[config.mk]
export PLATFORM = sky130hd
export DESIGN_NAME = pseudo_rate_modulator_3axis_core
export DESIGN_NICKNAME = d
export VERILOG_FILES = /design/src/rtl/core/prm_pkg.sv /design/src/rtl/core/prm_cfg_regs.sv /design/src/rtl/core/prm_axis.sv /design/src/rtl/core/pseudo_rate_modulator_3axis_core.sv
export SDC_FILE = /design/constraint.sdc
export NUM_CORES = 2
export LEC_CHECK = 0
export ABC_AREA = 1
export BUFFER_PORTS_ARGS = -buffer_cell sky130_fd_sc_hd__buf_2
export CAP_MARGIN = 15
export CELL_PAD_IN_SITES_DETAIL_PLACEMENT = 1
export CELL_PAD_IN_SITES_GLOBAL_PLACEMENT = 2
export CORE_MARGIN = 1
export CORE_UTILIZATION = 41
export CTS_CLUSTER_SIZE = 28
export DETAILED_ROUTE_END_ITERATION = 16
export HOLD_SLACK_MARGIN = 0.1
export PLACE_DENSITY_LB_ADDON = 0.08
export SETUP_SLACK_MARGIN = 0.1
export SLEW_MARGIN = 20
export SYNTH_ARGS = -nofsm -noshare
export SYNTH_HDL_FRONTEND = slang
export SYNTH_SLANG_ARGS = --single-unit
[constraint.sdc]
create_clock -name clk -period 8.9 [get_ports clk]
set_input_delay 2.67 -clock clk [delete_from_list [all_inputs] [get_ports clk]]
set_output_delay 2.67 -clock clk [all_outputs]
set_load 0.02 [all_outputs]
[src/rtl/core/prm_pkg.sv]
// Shared types, constants and coefficients of the three-axis pseudo-rate modulator.
// No dependencies; every other file in rtl/core imports this package.
package prm_pkg;

  // Fixed-point format of all levels, thresholds and commands.
  localparam int VAL_W     = 24;
  localparam int FRAC_BITS = 16;
  localparam int NUM_AXES  = 3;

  // Width of the error and of the negated threshold: one guard bit so neither wraps.
  localparam int ERR_W  = VAL_W + 1;
  // Decay coefficient is unsigned with FRAC_BITS fraction bits, below one.
  localparam int COEF_W = FRAC_BITS + 1;
  // Exact product of a level and the decay coefficient.
  localparam int PROD_W = VAL_W + COEF_W;
  // Decayed level plus or minus the kick, wide enough to detect saturation.
  localparam int SUM_W  = VAL_W + 2;

  // Coefficients rounded to the nearest step at elaboration.
  localparam longint unsigned COEF_A_INT =
    (64'd9231 * (64'd1 << FRAC_BITS) + 64'd5000) / 64'd10000;
  localparam longint unsigned COEF_B_INT =
    (64'd7688 * (64'd1 << FRAC_BITS) + 64'd50000) / 64'd100000;
  localparam logic [COEF_W-1:0]       COEF_A = COEF_W'(COEF_A_INT);
  localparam logic signed [SUM_W-1:0] COEF_B = SUM_W'(COEF_B_INT);

  // Saturation bounds of a level.
  localparam logic signed [SUM_W-1:0] LVL_MAX = SUM_W'((64'd1 << (VAL_W - 1)) - 64'd1);
  localparam logic signed [SUM_W-1:0] LVL_MIN = -SUM_W'(64'd1 << (VAL_W - 1));

  // Valve drive codes.
  localparam logic [3:0] DRIVE_ON  = 4'hF;
  localparam logic [3:0] DRIVE_OFF = 4'h0;

  // Configuration register indexes.
  localparam int CFG_IDX_W = 2;
  localparam logic [CFG_IDX_W-1:0] CFG_THRESHOLD_AXIS0 = 2'd0;
  localparam logic [CFG_IDX_W-1:0] CFG_THRESHOLD_AXIS1 = 2'd1;
  localparam logic [CFG_IDX_W-1:0] CFG_THRESHOLD_AXIS2 = 2'd2;

  typedef logic signed [VAL_W-1:0] val_t;

  // One request: a command sample per axis.
  typedef struct packed {
    val_t command_axis0;
    val_t command_axis1;
    val_t command_axis2;
  } in_item_t;

  // One result: positive and negative valve codes per axis.
  typedef struct packed {
    logic [3:0] pos_drive_axis0;
    logic [3:0] neg_drive_axis0;
    logic [3:0] pos_drive_axis1;
    logic [3:0] neg_drive_axis1;
    logic [3:0] pos_drive_axis2;
    logic [3:0] neg_drive_axis2;
  } out_item_t;

  // Valve pair of one axis.
  typedef struct packed {
    logic [3:0] pos;
    logic [3:0] neg;
  } drive_t;

endpackage

[src/rtl/core/prm_cfg_regs.sv]
// Threshold registers of the pseudo-rate modulator, written through the configuration port.
// Depends on prm_pkg.
module prm_cfg_regs
  import prm_pkg::*;
(
  input  logic                 clk,
  input  logic                 rst_n,
  input  logic                 cfg_valid,
  output logic                 cfg_ready,
  input  logic [CFG_IDX_W-1:0] cfg_index,
  input  val_t                 cfg_data,
  output val_t                 threshold [NUM_AXES]
);

  val_t thr_r [NUM_AXES];

  // Writes complete at once; an index past the last register is dropped.
  assign cfg_ready = 1'b1;

  always_ff @(posedge clk) begin
    if (!rst_n) begin
      for (int i = 0; i < NUM_AXES; i++) begin
        thr_r[i] <= '0;
      end
    end else if (cfg_valid) begin
      case (cfg_index)
        CFG_THRESHOLD_AXIS0: thr_r[0] <= cfg_data;
        CFG_THRESHOLD_AXIS1: thr_r[1] <= cfg_data;
        CFG_THRESHOLD_AXIS2: thr_r[2] <= cfg_data;
        default: ;
      endcase
    end
  end

  assign threshold = thr_r;

endmodule

[src/rtl/core/prm_axis.sv]
// Per-axis datapath: error, firing decision and next feedback level.
// Depends on prm_pkg.
module prm_axis
  import prm_pkg::*;
(
  input  val_t   command,
  input  val_t   level,
  input  val_t   threshold,
  output drive_t drive,
  output val_t   level_nxt
);

  logic signed [ERR_W-1:0]  err;
  logic signed [ERR_W-1:0]  thr_pos;
  logic signed [ERR_W-1:0]  thr_neg;
  logic signed [PROD_W-1:0] lvl_ext;
  logic signed [PROD_W-1:0] coef_ext;
  logic signed [PROD_W-1:0] prod;
  logic signed [SUM_W-1:0]  decayed;
  logic signed [SUM_W-1:0]  sum;

  // Error and both thresholds at full precision.
  assign err     = ERR_W'(command) - ERR_W'(level);
  assign thr_pos = ERR_W'(threshold);
  assign thr_neg = -thr_pos;

  // Decay: exact product, then arithmetic shift (floor).
  assign lvl_ext  = PROD_W'(level);
  assign coef_ext = PROD_W'(COEF_A);
  assign prod     = lvl_ext * coef_ext;
  assign decayed  = SUM_W'(prod >>> FRAC_BITS);

  // Firing decision; the upper test takes priority over the lower one.
  always_comb begin
    drive.pos = DRIVE_OFF;
    drive.neg = DRIVE_OFF;
    sum       = decayed;
    if (err > thr_pos) begin
      drive.neg = DRIVE_ON;
      sum       = decayed + COEF_B;
    end else if (err < thr_neg) begin
      drive.pos = DRIVE_ON;
      sum       = decayed - COEF_B;
    end
  end

  // Saturate the new level to the value range.
  always_comb begin
    if (sum > LVL_MAX) begin
      level_nxt = VAL_W'(LVL_MAX);
    end else if (sum < LVL_MIN) begin
      level_nxt = VAL_W'(LVL_MIN);
    end else begin
      level_nxt = VAL_W'(sum);
    end
  end

endmodule

[src/rtl/core/pseudo_rate_modulator_3axis_core.sv]
// Three-axis pseudo-rate modulator for on-off thruster valves.
// Depends on prm_pkg, prm_cfg_regs and prm_axis.
//
// Usage:
//   Input channel (in_valid/in_ready/in_data) takes one request holding a
//   signed Q8.16 command per axis. Result channel (out_valid/out_ready/
//   out_data) returns one result per request: a positive and a negative
//   valve code per axis, 15 for on and 0 for off.
//   Configuration channel (cfg_valid/cfg_ready/cfg_index/cfg_data) writes the
//   per-axis firing thresholds; cfg_ready is always high, unknown indexes are
//   dropped. The user must change thresholds only while the block is idle;
//   the block itself does not enforce this. An accepted request waits in the
//   input register, is evaluated against the feedback levels and moves into
//   the result register (out_valid) once it is free or draining. Throughput:
//   one request per cycle unless stalled; the feedback update is a single
//   multiply-add per axis between the input register and the result register.
//   Reset (rst_n low at a clock edge) clears thresholds, feedback levels and
//   both valid flags. When the receiver stalls, the result register holds
//   and one more request waits in the input register before in_ready drops.
module pseudo_rate_modulator_3axis_core
  import prm_pkg::*;
(
  input  logic                 clk,
  input  logic                 rst_n,
  input  logic                 in_valid,
  output logic                 in_ready,
  input  in_item_t             in_data,
  output logic                 out_valid,
  input  logic                 out_ready,
  output out_item_t            out_data,
  input  logic                 cfg_valid,
  output logic                 cfg_ready,
  input  logic [CFG_IDX_W-1:0] cfg_index,
  input  val_t                 cfg_data
);

  val_t      threshold [NUM_AXES];
  val_t      command   [NUM_AXES];
  val_t      lvl_r     [NUM_AXES];
  val_t      lvl_nxt   [NUM_AXES];
  drive_t    drive     [NUM_AXES];
  in_item_t  in_q_r;
  logic      in_valid_r;
  out_item_t out_q_r;
  out_item_t out_q_nxt;
  logic      out_valid_r;
  logic      advance;

  prm_cfg_regs u_cfg (
    .clk       (clk),
    .rst_n     (rst_n),
    .cfg_valid (cfg_valid),
    .cfg_ready (cfg_ready),
    .cfg_index (cfg_index),
    .cfg_data  (cfg_data),
    .threshold (threshold)
  );

  // The held request moves on when the result register is free or draining.
  assign advance  = in_valid_r && (!out_valid_r || out_ready);
  assign in_ready = !in_valid_r || advance;

  // Input register.
  always_ff @(posedge clk) begin
    if (!rst_n) begin
      in_valid_r <= 1'b0;
    end else if (in_ready) begin
      in_valid_r <= in_valid;
    end
  end

  always_ff @(posedge clk) begin
    if (in_ready && in_valid) begin
      in_q_r <= in_data;
    end
  end

  // Per-axis datapaths.
  assign command[0] = in_q_r.command_axis0;
  assign command[1] = in_q_r.command_axis1;
  assign command[2] = in_q_r.command_axis2;

  for (genvar g = 0; g < NUM_AXES; g++) begin : g_axis
    prm_axis u_axis (
      .command   (command[g]),
      .level     (lvl_r[g]),
      .threshold (threshold[g]),
      .drive     (drive[g]),
      .level_nxt (lvl_nxt[g])
    );
  end

  // Feedback levels update once per evaluated request.
  always_ff @(posedge clk) begin
    if (!rst_n) begin
      for (int i = 0; i < NUM_AXES; i++) begin
        lvl_r[i] <= '0;
      end
    end else if (advance) begin
      lvl_r <= lvl_nxt;
    end
  end

  // Pack the valve codes into a result.
  always_comb begin
    out_q_nxt.pos_drive_axis0 = drive[0].pos;
    out_q_nxt.neg_drive_axis0 = drive[0].neg;
    out_q_nxt.pos_drive_axis1 = drive[1].pos;
    out_q_nxt.neg_drive_axis1 = drive[1].neg;
    out_q_nxt.pos_drive_axis2 = drive[2].pos;
    out_q_nxt.neg_drive_axis2 = drive[2].neg;
  end

  // Result register.
  always_ff @(posedge clk) begin
    if (!rst_n) begin
      out_valid_r <= 1'b0;
    end else if (advance) begin
      out_valid_r <= 1'b1;
    end else if (out_ready) begin
      out_valid_r <= 1'b0;
    end
  end

  always_ff @(posedge clk) begin
    if (advance) begin
      out_q_r <= out_q_nxt;
    end
  end

  assign out_valid = out_valid_r;
  assign out_data  = out_q_r;

endmodule
---- Word-level counts from Yosys, hierarchy flattened ----
Cells that the tools add are included.
storage, ports and cells
  register bits ........................... 242
  latch bits .............................. 0
  bits in writable memories ............... 0
  memory bits (read-only) ................. 0
  input port bits ......................... 103
  word-level logic and storage cells ...... 77
  memories ................................ 0
operators by class
  $add $sub $neg .......................... 12
  multipliers ............................. 3
  divide/modulo/power cells ............... 0
  order comparisons ....................... 12
  eq/ne operators ......................... 2
  shifts and indexed selects .............. 0
  muxes and demuxes ....................... 20
  bitwise operators ....................... 0
  reductions and logical operators ........ 11
operators with widths
  kind                                                                     count
  26-bit two-way mux                                                       6
  24-bit two-way mux                                                       6
  24-bit by 13-bit multiplier with 37-bit output (second input constant)   3
  25-bit by 14-bit adder with 26-bit output (second input constant)        3
  26-bit by 24-bit > comparator with 1-bit output (second input constant)  3
  26-bit by 24-bit < comparator with 1-bit output (second input constant)  3
  25-bit by 14-bit subtractor with 26-bit output (second input constant)   3
  25-bit by 24-bit > comparator with 1-bit output                          3
  25-bit < comparator                                                      3
  24-bit negation with 25-bit output                                       3
  24-bit by 24-bit subtractor with 25-bit output                           3
  4-bit two-way mux                                                        6
  2-bit AND reduction                                                      3
  2-bit by 1-bit == test with 1-bit output (second input constant)         1
  2-bit == test (second input constant)                                    1
  1-bit logical AND                                                        2
  1-bit logical NOT                                                        2
  2-bit logical NOT                                                        1
  1-bit logical OR                                                         2
  1-bit two-way mux                                                        2
  2-bit nonzero test                                                       1

---- Depth between registers and ports, before layout ----
  word-level depth ........................ 7
  gate-level depth with buffers ........... 39
  depth with buffers taken out ............ 38

---- By module ----
Synthesis repeated with hierarchy kept, for this count alone.
second synthesis, totals
  cell total of the unflattened synthesis .. 5,922
  area, all modules ....................... 41,569.9 um2
modules (own cells, without submodules)
  module                            times used  cells an instance  area each (um2)
  prm_axis at g_axis[0].u_axis      1           1,642              10,950.5
  prm_axis at g_axis[2].u_axis      1           1,613              10,745.3
  prm_axis at g_axis[1].u_axis      1           1,620              10,655.2
  pseudo_rate_modulator_3axis_core  1           580                6,169.7
  prm_cfg_regs                      1           467                3,049.2

---- Least setup slack after synthesis ----
No wires, ideal clock.
  path kind ............................... in2out
  start point ............................. in out_ready
  end point ............................... out in_ready
  data arrival time ....................... 2.923 ns
  required time ........................... 6.230 ns
  slack ................................... 3.307 ns
  cell stages on the path ................. 2
  path buffers ............................ 0
  cells stage by stage .................... inv_1 nand3_1
between the ends
  cells in the longest elaborated chain, start to end .. 3
ends and longest elaborated chain
  element            RTL line                                source
  from (decl)        pseudo_rate_modulator_3axis_core.sv:29  input logic out_ready,
  1-bit logical OR   pseudo_rate_modulator_3axis_core.sv:60  assign advance = in_valid_r && (!out_valid_r || out_ready);
  1-bit logical AND  pseudo_rate_modulator_3axis_core.sv:60
  1-bit logical OR   pseudo_rate_modulator_3axis_core.sv:61  assign in_ready = !in_valid_r || advance;
  to (decl)          pseudo_rate_modulator_3axis_core.sv:26  output logic in_ready,
No other way between the ends.

---- Final worst setup path ----
  start point ............................. reg lvl_r[0] (netlist name)
  end point ............................... reg lvl_r[2] (netlist name)
between the ends
  cells in the longest elaborated chain, start to end .. 7
ends and longest elaborated chain
  element                                                                                                                  RTL line                                 source
  from (decl)                                                                                                              pseudo_rate_modulator_3axis_core.sv:39   val_t lvl_r [NUM_AXES];
  from (signal assigned)                                                                                                   pseudo_rate_modulator_3axis_core.sv:100  lvl_r <= lvl_nxt;
  24-bit by 13-bit multiplier with 37-bit output / 24-bit by 24-bit subtractor with 25-bit output (equally long branches)  prm_axis.sv:30, prm_axis.sv:23
  25-bit by 14-bit subtractor with 26-bit output / 25-bit < comparator (equally long branches)                             prm_axis.sv:43, prm_axis.sv:41
  26-bit two-way mux                                                                                                       prm_axis.sv:41                           end else if (err < thr_neg) begin
  26-bit two-way mux *                                                                                                     prm_axis.sv:38                           if (err > thr_pos) begin
  26-bit by 24-bit < comparator with 1-bit output                                                                          prm_axis.sv:51                           end else if (sum < LVL_MIN) begin
  24-bit two-way mux                                                                                                       prm_axis.sv:51
  24-bit two-way mux *                                                                                                     prm_axis.sv:49                           if (sum > LVL_MAX) begin
Mark *: on every way between the ends. The rest lies on a longest branch, timed or not.
A chain may end at the register's enable or synchronous reset.

==> impl_results.md <==
- Status: finished clean
- Clk_skew: 0.0415 ns
- Startpoint types: register
- Critical Path Slowest Stage Cell: a21oi_4
- Grt met2 use: 48.9%
- CP max stage delay: 0.74 ns
- Routing usage on met1: 38.4%
- Largest net degree at the start of global routing: between 80 and 90
- Reg2Reg Setup Slack: around 1.5 ns
- Core ar.: 0.0936 mm^2
- Critical R2R Launch: lvl_r[0]
- Maxcap violations: 0
- CP most frequent cell: nand2_1
- Worst slew pin tran: about 1.1 ns
- Wire per inst: about 20 um
- Top_reg_cell synth: dfxtp_1
- Boundary Pins: 130
- #FFs+latches synth: 224
- Layout cell share with drive strength beyond 1: 5.91%
- Fin Setup TNS: 0 ns
- Final worst path period need: 7.43 ns
- Design Area, Final: 0.0419 mm^2
- Worst min path class: reg2reg
- GRT Overall Usage: 28.3%
- Worst-Skew Late Latency: 0.60 ns
- DR iter-0 viols: approximately 1,600
- Die Wd: a little over 300 um
- Crit. End Element: register
- First-pass GRT wire length: ~210,000 um
- Distinct cell type count of the synthesized netlist: 63
- DR vias/cell: approximately 5
- CTS max path bufs: 3
- Post-synth ARST share: 0%
- CP Class: reg2reg
- YS warnings: 0
- GR peak layer: met2
- EDFF count, synth: 78
- Max Clock Freq: 135 MHz
- H-Tree Depth: 2
- FILL cells: 12,094
- Area growth, synth to finish: 7.64%
- Cell Rows: 112
- Worst EP required: 9.29 ns
- Antenna cells: 0
- Clock Tree Root: clkbuf_16
- CTS Buf Count: 34
- Syn Inst Count: ~5,400
- TritonRoute pass-1 iters: 5
- RSZ-0062 raised after global routing: no
- Global routing usage on met3: 2.13%
- Antenna violations before repair: 1
- Vias in the first global route: 36,901
- Sequential-to-total area share from yosys stat: between 10 and 15%
- Total gr overflow: 0
- Worst hold path endpoint: u_cfg.threshold[49]
- Reg clk slew, reported paths: roughly 0.05 ns
- CP max FO: 23
- Fin. max-slew vios: 0
- DR DRC count: 0
- Clock sink total: 224
- Post-synth net total: 6,441
- CTS resizes: 0
- Drt total wl: 133,000 um
- Reg2Reg Depth: 34
- Die ar.: between 0.09 and 0.1 mm^2
- # hold bufs at CTS: 0
- PortBufs: 128
- End-of-flow core utilization: 44.7%
- Setup violators final: 0
- Fin crit share: 83.5%
- Reg2reg end: lvl_r[2]
- TritonCTS clock tree: yes
- Hold_sp: u_cfg.threshold[49]
- Routed Antenna Nets: 0
- Post-CTS setup buffers: 0
- Cell Area, Synth: 0.0389 mm^2
- Total Nets Final: 6,535
- Area post-placement: 0.0407 mm^2
- Worst Hold Depth: 2
- Hpwl dp: 115,000 um
- Synthesized area per cell: 7.21 um^2
- Via count: 34,697
- Die Y-Extent: 310 um
- Slew margin rel.: 27.4%
- Final hold vios: 0
- Initial Util: 41.5%
- Arr. time, crit path: just under 8 ns
- GP Congestion: 0.899
## cell usage in the layout (no fill, tap or decap), types with 73 or more instances in the layout
master / Yosys / layout
dfxtp_1: 146 / 146
inv_1: 1193 / 1191
nand2_1: 1161 / 1161
edfxtp_1: 78 / 78
buf_2: 1 / 127
o21ai_0: 277 / 277
ha_1: 616 / 616
xor2_1: 165 / 165
nand3_1: 238 / 238
fa_1: 329 / 329
nand4_1: 73 / 73
nor2_1: 327 / 327
a21oi_1: 345 / 344
## critical path: cells and delay by family (launching register included)
family	cells	cell delay, ns
xor+xnor	1	0.16
simple gates	16	2.05
buf+inv	3	0.94
fa+ha+maj	3	0.90
flops	1	0.45
compound gates	11	2.69
## flip-flops by register name (all words and copies together) (netlist names)
name             cells
u_cfg.threshold     72
lvl_r               72
out_data             6
command             72
in_valid_r           1
out_valid            1
## kinds of logic after synthesis
| logic type | count (synthesis) | synth area share, % |
|---|---|---|
| buffers and inverters | 1285 | 12.8 |
| XOR/XNOR | 195 | 4.39 |
| adder cells (fa/ha/maj) | 945 | 36.8 |
| AND/OR/NAND/NOR | 1971 | 21.5 |
| other | 1 | 0.00964 |
| AO/OA/AOI/OAI | 772 | 11.0 |
| flip-flops | 224 | 13.5 |
## Yosys cell counts, types with 73 or more instances
| library cell | instances | share of area, % |
|---|---|---|
| nand2_1 | 1161 | 11 |
| ha_1 | 616 | 20 |
| inv_1 | 1193 | 12 |
| fa_1 | 329 | 17 |
| edfxtp_1 | 78 | 6.0 |
| nand4_1 | 73 | 1.2 |
| nand3_1 | 238 | 3.1 |
| nor2_1 | 327 | 3.2 |
| o21ai_0 | 277 | 3.6 |
| dfxtp_1 | 146 | 7.5 |
| xor2_1 | 165 | 3.7 |
| a21oi_1 | 345 | 4.4 |
## worst max path at each step
| stage | start | slack (ns) | end | cells past startpoint |
|---|---|---|---|---|
| floorplan | out_ready | 3.31 | in_ready | 2 |
| global placement | lvl_r[0] | 1.83 | lvl_r[2] | 33 |
| detailed placement | lvl_r[0] | 1.63 | lvl_r[2] | 34 |
| CTS | lvl_r[0] | 1.55 | lvl_r[2] | 34 |
| global route | lvl_r[0] | 0.72 | lvl_r[2] | 34 |
| finish | lvl_r[0] | 1.47 | lvl_r[2] | 34 |
## cell type report
type / instances / area (um^2) / area share [%]
multi-input combinational: 3884 / 28600 / 68.4
sequential: 224 / 5270 / 12.6
inverter: 1204 / 4520 / 10.8
tap: 1254 / 1570 / 3.75
clock buffer: 48 / 963 / 2.30
timing repair buffer: 139 / 726 / 1.73
clock inverter: 13 / 169 / 0.404
## metal layers
layer | part of all wire [%] | vias up
met1 | 47 | 16854
met3 | 3.2 | 135
met5 | 0.0090 | -
met4 | 2.1 | 2
met2 | 48 | 500
li1 | - | 17206
## stage by stage
stage	setup WS, ns	hold WS [ns]	std cells
global route	0.717	0.528	6766
detailed placement	1.63	0.509	6705
finish	1.47	0.515	6766
global placement	1.83	0.496	6705
CTS	1.55	0.516	6766
floorplan	3.31	0.467	5393
Power is left out: the tool's default activity adds up to more than one toggle a clock period on the data nets, which glitch-free logic cannot reach.
